File: config.mk
export PLATFORM = sky130hd
export DESIGN_NAME = weighted_deficit_path_selector_unit
export DESIGN_NICKNAME = d
export VERILOG_FILES = /design/src/sv/wdps_pkg.sv /design/src/sv/weighted_deficit_path_selector_unit.sv /design/src/sv/wdps_cfg_regs.sv /design/src/sv/wdps_alu.sv
export SDC_FILE = /design/constraint.sdc
export NUM_CORES = 1
export LEC_CHECK = 0
export BUFFER_PORTS_ARGS = -buffer_cell sky130_fd_sc_hd__buf_2
export CORE_ASPECT_RATIO = 1.5
export CORE_MARGIN = 5
export CORE_UTILIZATION = 41
export DETAILED_ROUTE_END_ITERATION = 16
export SLEW_MARGIN = 5
export SYNTH_ARGS = -nofsm -noshare
export SYNTH_HDL_FRONTEND = slang
export SYNTH_SLANG_ARGS = --single-unit
File: constraint.sdc
create_clock -name clk -period 11.5 [get_ports clk]
set_clock_uncertainty 0.05 [all_clocks]
set_input_delay 3.45 -clock clk [delete_from_list [all_inputs] [get_ports clk]]
set_output_delay 3.45 -clock clk [all_outputs]
set_load 0.1 [all_outputs]
File: src/sv/wdps_pkg.sv
// Shared types, constants and helpers of the weighted deficit path selector.
`default_nettype none
package wdps_pkg;

  localparam int NUM_WEIGHT_REGS = 8;
  localparam int WEIGHT_W        = 10;
  localparam int DEF_W           = 32;
  localparam int STEP_W          = 14;
  localparam int QUANTUM         = 1500;
  localparam int DEFAULT_WEIGHT  = 100;
  localparam int MAX_WEIGHT      = 1000;

  typedef logic [NUM_WEIGHT_REGS-1:0][WEIGHT_W-1:0] weight_arr_t;

  typedef enum logic [1:0] {
    ST_DEFICIT   = 2'd0,
    ST_FALLBACK  = 2'd1,
    ST_NO_ACTIVE = 2'd2,
    ST_PTR_RESET = 2'd3
  } status_t;

  typedef enum logic [2:0] {
    S_IDLE,
    S_SCAN,
    S_CHARGE,
    S_CLEAR,
    S_FINISH
  } state_t;

  // 15 times the effective weight; out-of-range weights count as the default
  function automatic logic [STEP_W-1:0] weight_step(input logic [WEIGHT_W-1:0] w);
    logic [WEIGHT_W-1:0] e;
    e = (w == '0 || w > WEIGHT_W'(MAX_WEIGHT)) ? WEIGHT_W'(DEFAULT_WEIGHT) : w;
    return STEP_W'({4'b0, e} * STEP_W'(QUANTUM / DEFAULT_WEIGHT));
  endfunction

endpackage
`default_nettype wire

File: src/sv/weighted_deficit_path_selector_unit.sv
// Top level: deficit round-robin path selector with scan sequencer.
//
// Each request is taken in the idle state and the block is busy until its
// result is loaded into the output register. A pointer-reset request or a
// request with no active path goes straight to the finish state. A choose
// request scans the paths one per cycle through a single shared saturating
// adder, starting at the round-robin pointer: a hit goes to the charge
// state, and a full circle with no positive deficit goes to the clear state,
// which clears all deficits and picks the lowest active path. The output
// register lets a new request enter while a result is still waiting.
`default_nettype none
module weighted_deficit_path_selector_unit #(
  parameter int NUM_PATHS = 8
) (
  input  wire logic        clk,
  input  wire logic        rst,
  input  wire logic        in_valid,
  output logic             in_ready,
  input  wire logic        req_type,
  input  wire logic [7:0]  active_mask,
  output logic             out_valid,
  input  wire logic        out_ready,
  output logic [1:0]       status,
  output logic [2:0]       path_index,
  input  wire logic        psel,
  input  wire logic        penable,
  input  wire logic        pwrite,
  input  wire logic [4:0]  paddr,
  input  wire logic [31:0] pwdata,
  output logic [31:0]      prdata,
  output logic             pready
);

  localparam int IW = $clog2(NUM_PATHS);

  wdps_pkg::weight_arr_t  weights;
  wdps_pkg::state_t       state, state_next;

  logic [IW-1:0]          idx, idx_next, idx_inc;
  logic [IW-1:0]          cnt, cnt_next;
  logic [IW-1:0]          rr_ptr, rr_ptr_next;
  logic [IW-1:0]          lowest;
  logic [NUM_PATHS-1:0]   mask_q, mask_q_next;
  logic signed [31:0]     acc, acc_next;
  logic signed [31:0]     deficit [NUM_PATHS];
  logic signed [31:0]     deficit_next [NUM_PATHS];
  wdps_pkg::status_t      res_status, res_status_next;
  logic [IW-1:0]          res_path, res_path_next;
  logic                   out_valid_next;
  logic [1:0]             status_next;
  logic [2:0]             path_index_next;
  logic signed [31:0]     alu_a, alu_b, alu_sum;

  wdps_cfg_regs u_cfg (
    .clk     (clk),
    .rst     (rst),
    .psel    (psel),
    .penable (penable),
    .pwrite  (pwrite),
    .paddr   (paddr),
    .pwdata  (pwdata),
    .prdata  (prdata),
    .pready  (pready),
    .weights (weights)
  );

  wdps_alu u_alu (
    .a   (alu_a),
    .b   (alu_b),
    .sum (alu_sum)
  );

  assign idx_inc = (idx == IW'(NUM_PATHS - 1)) ? '0 : idx + 1'b1;

  always_comb begin
    lowest = '0;
    for (int i = NUM_PATHS - 1; i >= 0; i--) begin
      if (mask_q[i]) lowest = IW'(i);
    end
  end

  always_ff @(posedge clk) begin
    if (rst) begin
      state     <= wdps_pkg::S_IDLE;
      rr_ptr    <= '0;
      out_valid <= 1'b0;
      for (int i = 0; i < NUM_PATHS; i++) begin
        deficit[i] <= '0;
      end
    end else begin
      state     <= state_next;
      rr_ptr    <= rr_ptr_next;
      out_valid <= out_valid_next;
      deficit   <= deficit_next;
    end
  end

  always_ff @(posedge clk) begin
    idx        <= idx_next;
    cnt        <= cnt_next;
    mask_q     <= mask_q_next;
    acc        <= acc_next;
    res_status <= res_status_next;
    res_path   <= res_path_next;
    status     <= status_next;
    path_index <= path_index_next;
  end

  always_comb begin
    state_next      = state;
    idx_next        = idx;
    cnt_next        = cnt;
    rr_ptr_next     = rr_ptr;
    mask_q_next     = mask_q;
    acc_next        = acc;
    deficit_next    = deficit;
    res_status_next = res_status;
    res_path_next   = res_path;
    status_next     = status;
    path_index_next = path_index;
    out_valid_next  = out_valid && !out_ready;
    in_ready        = 1'b0;
    alu_a           = deficit[idx];
    alu_b           = $signed({18'b0, wdps_pkg::weight_step(weights[3'(idx)])});

    unique case (state)
      wdps_pkg::S_IDLE: begin
        in_ready = 1'b1;
        if (in_valid) begin
          if (req_type) begin
            rr_ptr_next     = '0;
            res_status_next = wdps_pkg::ST_PTR_RESET;
            res_path_next   = '0;
            state_next      = wdps_pkg::S_FINISH;
          end else if (active_mask[NUM_PATHS-1:0] == '0) begin
            res_status_next = wdps_pkg::ST_NO_ACTIVE;
            res_path_next   = '0;
            state_next      = wdps_pkg::S_FINISH;
          end else begin
            mask_q_next = active_mask[NUM_PATHS-1:0];
            idx_next    = rr_ptr;
            cnt_next    = '0;
            state_next  = wdps_pkg::S_SCAN;
          end
        end
      end
      wdps_pkg::S_SCAN: begin
        if (mask_q[idx] && alu_sum > 0) begin
          acc_next   = alu_sum;
          state_next = wdps_pkg::S_CHARGE;
        end else begin
          if (mask_q[idx]) deficit_next[idx] = alu_sum;
          if (cnt == IW'(NUM_PATHS - 1)) begin
            state_next = wdps_pkg::S_CLEAR;
          end else begin
            idx_next = idx_inc;
            cnt_next = cnt + 1'b1;
          end
        end
      end
      wdps_pkg::S_CHARGE: begin
        alu_a             = acc;
        alu_b             = -32'sd1500;
        deficit_next[idx] = alu_sum;
        rr_ptr_next       = idx_inc;
        res_status_next   = wdps_pkg::ST_DEFICIT;
        res_path_next     = idx;
        state_next        = wdps_pkg::S_FINISH;
      end
      wdps_pkg::S_CLEAR: begin
        for (int i = 0; i < NUM_PATHS; i++) begin
          deficit_next[i] = '0;
        end
        res_status_next = wdps_pkg::ST_FALLBACK;
        res_path_next   = lowest;
        state_next      = wdps_pkg::S_FINISH;
      end
      wdps_pkg::S_FINISH: begin
        if (!out_valid || out_ready) begin
          out_valid_next  = 1'b1;
          status_next     = res_status;
          path_index_next = 3'(res_path);
          state_next      = wdps_pkg::S_IDLE;
        end
      end
      default: state_next = wdps_pkg::S_IDLE;
    endcase
  end

  a_ptr_range: assert property (@(posedge clk) disable iff (rst)
    rr_ptr <= IW'(NUM_PATHS - 1))
    else $error("round-robin pointer out of range");

  a_busy_after_accept: assert property (@(posedge clk) disable iff (rst)
    in_valid && in_ready |=> !in_ready)
    else $error("item accepted while busy");

  a_clear_done: assert property (@(posedge clk) disable iff (rst)
    state == wdps_pkg::S_CLEAR |=> deficit[0] == '0 && deficit[NUM_PATHS-1] == '0)
    else $error("fallback did not clear deficits");

  a_no_path_zero: assert property (@(posedge clk) disable iff (rst)
    out_valid && (status == wdps_pkg::ST_NO_ACTIVE || status == wdps_pkg::ST_PTR_RESET)
    |-> path_index == '0)
    else $error("path index set without a chosen path");

  a_charge_hit: assert property (@(posedge clk) disable iff (rst)
    state == wdps_pkg::S_CHARGE |-> acc > 0 && mask_q[idx])
    else $error("charge on a path that did not qualify");

endmodule
`default_nettype wire

File: src/sv/wdps_cfg_regs.sv
// APB-style weight register bank.
`default_nettype none
module wdps_cfg_regs (
  input  wire logic                clk,
  input  wire logic                rst,
  input  wire logic                psel,
  input  wire logic                penable,
  input  wire logic                pwrite,
  input  wire logic [4:0]          paddr,
  input  wire logic [31:0]         pwdata,
  output logic      [31:0]         prdata,
  output logic                     pready,
  output wdps_pkg::weight_arr_t    weights
);

  logic [2:0] reg_idx;

  assign reg_idx = paddr[4:2];
  assign pready  = 1'b1;
  assign prdata  = {22'b0, weights[reg_idx]};

  always_ff @(posedge clk) begin
    if (rst) begin
      for (int i = 0; i < wdps_pkg::NUM_WEIGHT_REGS; i++) begin
        weights[i] <= wdps_pkg::WEIGHT_W'(wdps_pkg::DEFAULT_WEIGHT);
      end
    end else if (psel && penable && pwrite && pready) begin
      weights[reg_idx] <= pwdata[wdps_pkg::WEIGHT_W-1:0];
    end
  end

endmodule
`default_nettype wire

File: src/sv/wdps_alu.sv
// Shared saturating 32-bit adder for deficit updates.
`default_nettype none
module wdps_alu (
  input  wire logic signed [31:0] a,
  input  wire logic signed [31:0] b,
  output logic signed [31:0]      sum
);

  logic signed [32:0] wide;

  assign wide = 33'(a) + 33'(b);

  always_comb begin
    if (wide > 33'sh0_7FFF_FFFF) begin
      sum = 32'sh7FFF_FFFF;
    end else if (wide < -33'sh0_8000_0000) begin
      sum = 32'sh8000_0000;
    end else begin
      sum = wide[31:0];
    end
  end

endmodule
`default_nettype wire
== After elaboration in Yosys (flattened, before gate mapping) ==
Cells that the tools add are included.
Storage, ports and cells
  word-level logic and storage cells: 150
  memory bits (read-only): 0
  bits in registers: 399
  memories kept: 0
  RAM bits: 0
  output and inout port bits: 40
  bits in latches: 0
Operators by class
  bitwise operators: 3
  add/subtract/negate cells: 3
  multiplexer cells: 65
  equal/unequal tests: 16
  multipliers: 1
  div/mod/pow operators: 0
  order comparisons: 9
  reductions and logical operators: 26
  shifts and indexed selects: 0
Operators by type and width (number)
  256-bit case mux with 3 select lines: 1
  256-bit 2-to-1 mux: 2
  256-bit bitwise mux: 1
  32-bit 2-to-1 mux: 7
  32-bit binary-select mux with 3-bit select: 1
  32-bit demux with 3-bit select: 1
  3-bit 2-to-1 mux: 30
  80-bit bitwise mux: 1
  10-bit binary-select mux with 3-bit select: 2
  10-bit 2-to-1 mux: 4
  32-bit by 32-bit adder with 33-bit output: 1
  33-bit by 32-bit greater-than comparator with 1-bit output, second input constant: 1
  33-bit by 32-bit < comparator with 1-bit output, second input constant: 1
  32-bit by 1-bit greater-than comparator with 1-bit output, second input constant: 1
  10-bit demux with 3-bit select: 1
  3-bit case mux with 2 select lines: 3
  2-bit inequality test, second input constant: 8
  10-bit by 4-bit multiplier with 14-bit output, second input constant: 1
  3-bit case mux with 4 select lines: 1
  3-bit AND reduction: 4
  10-bit greater-than comparator, second input constant: 1
  10-bit logical NOT: 1
  3-bit == test, second input constant: 3
  3-bit case mux with 3 select lines: 1
  25 further kinds: 45

== Logic depth before layout (Yosys ltp) ==
  depth in word-level cells: 15
  mapped depth: 45
  depth with buffers taken out: 39

== Modules after synthesis ==
From an unflattened synthesis, not the netlist that was laid out.
Unflattened totals
  cell total of the unflattened synthesis: 2057
  area, all modules: 21241.6 µm²
Modules (own cells, without submodules)
  weighted_deficit_path_selector_unit: area each 15020.7 µm², cells each 1399, instances 1, seq. area each 6946.7 µm²
  wdps_cfg_regs: area each 3962.6 µm², cells each 364, instances 1, seq. area each 1601.5 µm²
  wdps_alu: area each 2258.4 µm², cells each 294, instances 1, seq. area each 0.0 µm²

== Worst setup path after synthesis ==
No wires, ideal clock.
  path kind: flip-flop to flip-flop
  from: register idx[1]
  to: register acc[0], enable pin
  data arrival time: 9.505 ns
  data required time: 11.029 ns
  path slack: 1.524 ns
  buffers on the path: 4
  cell stages (with the launch flop): 39
  path through: edfxtp_1 -> clkbuf_1 -> buf_1 -> nor3_1 -> clkbuf_1 -> a22oi_1 -> and3_1 -> nor4_1 -> o211ai_1 -> mux2_2 -> nand2_1 -> inv_1 -> fa_1 -> inv_1 -> fa_1 -> ha_1 -> a21o_1 -> a21oi_1 -> [3 not listed] -> a21boi_0 -> o21a_1 -> o21a_1 -> o41ai_1 -> xor2_1 -> nand2_1 -> ha_1 -> clkbuf_1 -> nand4_1 -> nor3_1 -> o211ai_1 -> a21oi_1 -> o2111ai_1 -> a2bb2oi_2 -> nor2_1 -> a31oi_2 -> o311ai_0 -> nor2_1
Between the ends
  word-level cells in the longest chain between the ends: 14
  elaborated cells between the ends (all ways): 23
  classes of those cells: add/sub: 1; mul: 1; order compare: 4; mux: 12; bitwise: 1; reduce/logical: 4
Ends and longest elaborated chain
  from (decl): line weighted_deficit_path_selector_unit.sv:39  | logic [IW-1:0] idx, idx_next, idx_inc;
  from (signal assigned): line weighted_deficit_path_selector_unit.sv:99  | idx <= idx_next;
  10-bit binary-select mux with 3-bit select: line weighted_deficit_path_selector_unit.sv:124  | alu_b = $signed({18'b0, wdps_pkg::weight_step(weights[3'(idx)])});
  10-bit 2-to-1 mux (implied by the code): line weighted_deficit_path_selector_unit.sv:124
  10-bit greater-than comparator or 10-bit logical NOT (tied branches): line wdps_pkg.sv:33  | e = (w == '0 || w > WEIGHT_W'(MAX_WEIGHT)) ? WEIGHT_W'(DEFAULT_WEIGHT) : w;
  1-bit logical OR: line wdps_pkg.sv:33
  10-bit 2-to-1 mux: line wdps_pkg.sv:33
  10-bit by 4-bit multiplier with 14-bit output: line wdps_pkg.sv:34  | return STEP_W'({4'b0, e} * STEP_W'(QUANTUM / DEFAULT_WEIGHT));
  32-bit 2-to-1 mux: line weighted_deficit_path_selector_unit.sv:126  | unique case (state)
  32-bit by 32-bit adder with 33-bit output: line wdps_alu.sv:11  | assign wide = 33'(a) + 33'(b);
  33-bit by 32-bit < comparator with 1-bit output: line wdps_alu.sv:16  | end else if (wide < -33'sh0_8000_0000) begin
  32-bit 2-to-1 mux: line wdps_alu.sv:16
  32-bit 2-to-1 mux: line wdps_alu.sv:14  | if (wide > 33'sh0_7FFF_FFFF) begin
  32-bit by 1-bit greater-than comparator with 1-bit output: line weighted_deficit_path_selector_unit.sv:148  | if (mask_q[idx] && alu_sum > 0) begin
  1-bit logical AND *: line weighted_deficit_path_selector_unit.sv:148
  2-bit AND reduction (no source line) *
  to (signal assigned): line weighted_deficit_path_selector_unit.sv:102  | acc <= acc_next;
  to (decl): line weighted_deficit_path_selector_unit.sv:44  | logic signed [31:0] acc, acc_next;
Every way passes the cells marked *; elsewhere a longest branch is shown, timed or not. The select of a mux whose other input is x is not followed.
A chain may end at the register's enable or synchronous reset.

== Worst setup path after layout ==
  from: register idx[1]
  to: register deficit[0] (netlist name)
Between the ends
  word-level cells in the longest chain between the ends: 15
  elaborated cells between the ends (all ways): 34
  classes of those cells: add/sub: 1; mul: 1; order compare: 6; eq/ne: 2; mux: 18; bitwise: 1; reduce/logical: 5
Ends and longest elaborated chain
  10-bit binary-select mux with 3-bit select: line weighted_deficit_path_selector_unit.sv:124
  10-bit 2-to-1 mux (implied by the code): line weighted_deficit_path_selector_unit.sv:124
  10-bit greater-than comparator or 10-bit logical NOT (tied branches): line wdps_pkg.sv:33
  1-bit logical OR: line wdps_pkg.sv:33
  10-bit 2-to-1 mux: line wdps_pkg.sv:33
  10-bit by 4-bit multiplier with 14-bit output: line wdps_pkg.sv:34
  32-bit 2-to-1 mux: line weighted_deficit_path_selector_unit.sv:126
  32-bit by 32-bit adder with 33-bit output: line wdps_alu.sv:11
  33-bit by 32-bit < comparator with 1-bit output: line wdps_alu.sv:16
  32-bit 2-to-1 mux: line wdps_alu.sv:16
  32-bit 2-to-1 mux: line wdps_alu.sv:14
  32-bit by 1-bit greater-than comparator with 1-bit output or 256-bit bitwise mux (tied branches): line weighted_deficit_path_selector_unit.sv:148, weighted_deficit_path_selector_unit.sv:152, weighted_deficit_path_selector_unit.sv:164
  1-bit logical AND or 256-bit 2-to-1 mux (tied branches): line weighted_deficit_path_selector_unit.sv:148, weighted_deficit_path_selector_unit.sv:152
  2-bit inequality test (no source line) or 256-bit 2-to-1 mux (tied branches)
  3-bit AND reduction (no source line) or 256-bit case mux with 3 select lines (tied branches)
  to (signal assigned): line weighted_deficit_path_selector_unit.sv:94  | deficit <= deficit_next;
  to (decl): line weighted_deficit_path_selector_unit.sv:45  | logic signed [31:0] deficit [NUM_PATHS];
Several ways; a longest one is shown, not always the timed one. The select of a mux whose other input is x is not followed.

==> Flow_metrics.wiki <==
{| class="wikitable"
! Metric !! Value
|-
| Number of clock sinks seen by CTS || 399
|-
| Initial antenna violation count || 0
|-
| Endpoint class of the critical path || flip-flop
|-
| Slew headroom || 17.6%
|-
| Clock-pin slew on the worst setup and hold paths || 60 ps
|-
| Post-synthesis instance total || 2,119
|-
| Height of the die || 282 µm
|-
| Initial cell density of the core || 41.4%
|-
| Synth Warn # || 0
|-
| Residual DRC count || 0
|-
| Post-synthesis cell area || 20,200 µm²
|-
| Dpl cells || 2,721
|-
| Biggest cell delay along the critical path || 750 ps
|-
| Die area || 53,800 µm²
|-
| Power share of the combinational group || 29.7%
|-
| Detailed Route Iter0 Violations || 1,431
|-
| Crit path kind || reg -> reg
|-
| Upper clock frequency limit || 93.2 MHz
|-
| Fraction of final layout cells sized beyond drive strength 1 || 12.7%
|-
| Cell taking the most area after synthesis || sky130_fd_sc_hd__dfxtp_1
|-
| H-tree levels || 2
|-
| First-pass iteration count of the detailed router || 5
|-
| Pint || 2.64 mW
|-
| Met1 routing resource usage after global routing || 27.6%
|-
| Main flop type after synthesis || sky130_fd_sc_hd__dfxtp_1
|-
| Final HPWL from detailed placement || 48,300 µm
|-
| Least-Margin Pin Slew || 1230 ps
|-
| Power spent charging and discharging nets || 1.49 mW
|-
| Setup violations, final || 0
|-
| Critical R2R Capture || deficit[0]
|-
| Most used routing layer || met2
|-
| Detailed-route via count || 17,200
|-
| Data arrival time of the critical path || 11,180 ps
|-
| Maximum clock insertion buffer count || 3
|-
| Core area || 48,700 µm²
|-
| Post-synthesis average cell area || 9.52 µm²
|-
| Biggest area contributors in the synthesized netlist || sky130_fd_sc_hd__dfxtp_1 34%, sky130_fd_sc_hd__a22o_1 11%, sky130_fd_sc_hd__edfxtp_1 8.3%
|-
| Source of the critical timing path || idx[1]
|-
| Highest-delay cell along the critical path || sky130_fd_sc_hd__o22ai_4
|-
| Library cells used by synthesis || 82
|-
| Maximum fanout along the worst path || 21
|-
| Data required time of the worst path || 11,950 ps
|-
| Area growth from synthesis to final layout || 11.8%
|-
| Met3 demand-to-capacity share in global routing || 3.62%
|-
| Number of global-route vias before repair || 17,300
|-
| Final Hold Vio Count || 0
|-
| Fraction of synthesis flops using an asynchronous set or reset pin || 0%
|-
| TritonCTS clock tree || built
|-
| Global-route wire length before repair || 105,000 µm
|-
| Worst voltage drop across the vdd grid || 0.000146 V
|-
| Max Slew Vio Count || 0
|-
| Worst min-delay path class || reg -> reg
|-
| Sum Neg Setup Slack || 0 ps
|-
| Sequential power share || 35.7%
|-
| Routed wire per std cell || 25.2 µm
|-
| Share of the yosys chip area belonging to registers || 42.4%
|-
| # Max-Cap Violations || 0
|-
| Die width || 191 µm
|-
| Met2 Resource Use GR || 45.4%
|-
| Quantity of hold-fixing buffers added after cts || 0
|-
| Remaining number of nets flagged by the antenna check after routing || 0
|-
| Share of the clock period used by the worst path || 93.3%
|-
| Status || completed
|-
| Num ports || 93
|-
| Power share of the clock group || 34.6%
|-
| Reg2Reg Setup Slack || 770 ps
|-
| Final std cells w/o fill || 2,802
|-
| Antenna Diode Count || 0
|-
| Final worst-path setup slack || 768 ps
|-
| Aggregate global routing overflow || 0
|-
| Most numerous cell in the Yosys netlist || sky130_fd_sc_hd__dfxtp_1
|-
| Final Critical Period || 10,730 ps
|-
| Unrepaired setup endpoints after global routing || false
|-
| Portion of synthesized cell area occupied by the leading cell type || 34.0%
|-
| Pre-CTS setup slack || 564 ps
|-
| Drt total wl || 70,700 µm
|-
| Site row count || 99
|-
| Leakage power || 8.77 nW
|-
| Number of buffers created by CTS || 40
|-
| Number of cells traversed by the worst register-to-register path || 40
|-
| Layout Nets || 2,239
|-
| Worst-case hold slack || 369 ps
|-
| Proportion of total power due to net switching || 36.1%
|-
| Global routing usage summed across all routing layers || 25.3%
|-
| Launching element type of the critical path || flip-flop
|-
| Leading post-synthesis cells by instance count || 343 x sky130_fd_sc_hd__dfxtp_1, 261 x sky130_fd_sc_hd__a22o_1, 226 x sky130_fd_sc_hd__nand2_1
|-
| Last element of the critical path || deficit[0]
|-
| Worst R2R Start || idx[1]
|-
| Final estimated routing congestion in global placement || 0.930
|-
| Seq cells post-synth || 399
|-
| Number of synthesized flops with an enable pin || 56
|-
| CTS root buf || sky130_fd_sc_hd__clkbuf_16
|-
| Detailed-route vias per instance || 6.15
|-
| Clock insertion delay at the later pin of the skew report || 560 ps
|-
| Overall Power || 4.13 mW
|-
| Power density over the cells || 183 nW/µm²
|-
| Pin count of the biggest net entering global routing || 88
|-
| Count of buffers from port buffering || 45
|}
==> worst min-delay path by stage <==
stage             startpoint       endpoint  slack (ps)  cells past startpoint
2_1_floorplan    res_path[0]  path_index[0]         350                      0
4_1_cts        res_status[1]      status[1]         370                      0
3_3_place_gp   res_status[1]      status[1]         360                      0
6_report       res_status[0]      status[0]         370                      0
3_5_place_dp   res_status[1]      status[1]         360                      0
5_1_grt        res_status[0]      status[0]         380                      0
==> per-stage QoR <==
stage,cell area (µm²),utilization (%)
floorplan,20300,-
global placement,21000,43.2
detailed placement,21000,43.2
CTS,22500,46.2
global route,22600,46.3
finish,22600,46.3
==> registers in the layout (all words and copies together) (netlist names) <==
signal         flops
status             2
acc               32
idx                3
u_cfg.weights     80
res_path           3
res_status         2
state              3
out_valid          1
rr_ptr             3
mask_q             8
path_index         3
deficit          256
cnt                3
==> final cells by class <==
| type | instances | area [µm²] |
|---|---|---|
| timing repair buffer | 122 | 856 |
| fill | 4647 | 26100 |
| inverter | 66 | 248 |
| clock inverter | 22 | 274 |
| sequential | 399 | 8550 |
| tap | 656 | 821 |
| clock buffer | 52 | 1160 |
| multi-input combinational | 1485 | 10600 |
==> layout by cell type, fill, tap and decap left out, types with 13 or more instances in the layout <==
| cell | n |
|---|---|
| sky130_fd_sc_hd__nor2_1 | 145 |
| sky130_fd_sc_hd__conb_1 | 23 |
| sky130_fd_sc_hd__nand2b_1 | 14 |
| sky130_fd_sc_hd__ha_1 | 57 |
| sky130_fd_sc_hd__mux2_2 | 30 |
| sky130_fd_sc_hd__nand3b_1 | 19 |
| sky130_fd_sc_hd__mux2i_1 | 57 |
| sky130_fd_sc_hd__a22o_1 | 261 |
| sky130_fd_sc_hd__mux4_2 | 13 |
| sky130_fd_sc_hd__nand3_1 | 16 |
| sky130_fd_sc_hd__xnor2_1 | 18 |
| sky130_fd_sc_hd__nor3_1 | 19 |
| sky130_fd_sc_hd__edfxtp_1 | 56 |
| sky130_fd_sc_hd__nor2b_1 | 24 |
| sky130_fd_sc_hd__inv_1 | 56 |
| sky130_fd_sc_hd__and3_1 | 16 |
| sky130_fd_sc_hd__dfxtp_1 | 343 |
| sky130_fd_sc_hd__a221oi_1 | 43 |
| sky130_fd_sc_hd__a21oi_1 | 154 |
| sky130_fd_sc_hd__xor2_1 | 18 |
| sky130_fd_sc_hd__nand4_1 | 18 |
| sky130_fd_sc_hd__clkbuf_16 | 44 |
| sky130_fd_sc_hd__clkinv_1 | 13 |
| sky130_fd_sc_hd__a22oi_1 | 60 |
| sky130_fd_sc_hd__buf_4 | 74 |
| sky130_fd_sc_hd__a21o_1 | 13 |
| sky130_fd_sc_hd__o21ai_0 | 40 |
| sky130_fd_sc_hd__nand2_1 | 226 |
| sky130_fd_sc_hd__buf_2 | 44 |
| sky130_fd_sc_hd__fa_1 | 15 |
| sky130_fd_sc_hd__a211oi_1 | 14 |
==> routing by layer <==
layer	vias to the layer above	part of all wire, %
met3	253	6.5
li1	7804	-
met5	-	0
met4	0	8.1
met1	8412	36
met2	774	50
==> worst max-delay path: cells and delay by family, from the launching register on <==
family,cells,cell delay [ps]
flip-flops,1,380
multiplexers,1,370
adder cells (fa/ha/maj),4,1720
buffers and inverters,6,1220
AND/OR/NAND/NOR,10,2690
XOR/XNOR,2,390
AO/OA/AOI/OAI,17,3820
==> timing repair <==
item	CTS	global route
buffers inserted	0	5
gates resized for setup	0	1
endpoints found under the setup margin	0	134
==> logic make-up after synthesis <==
| group | share of synthesized area, % |
|---|---|
| AO/OA/AOI/OAI | 26.4 |
| XOR/XNOR | 1.78 |
| adder cells (fa/ha/maj) | 5.52 |
| buffers and inverters | 5.82 |
| flip-flops | 42.4 |
| multiplexers | 5.95 |
| other | 0.0372 |
| AND/OR/NAND/NOR | 12.1 |
==> power groups by stage <==
stage	Combinational (mW)	Sequential, mW	Clock [mW]
6_report	1.23	1.48	1.43
5_1_grt	1.32	1.48	1.50
4_1_cts	1.21	1.48	1.44
3_5_place_dp	1.20	1.51	0
3_3_place_gp	1.19	1.51	0
2_1_floorplan	0.819	1.51	0
(Power assumes the default switching activity.)
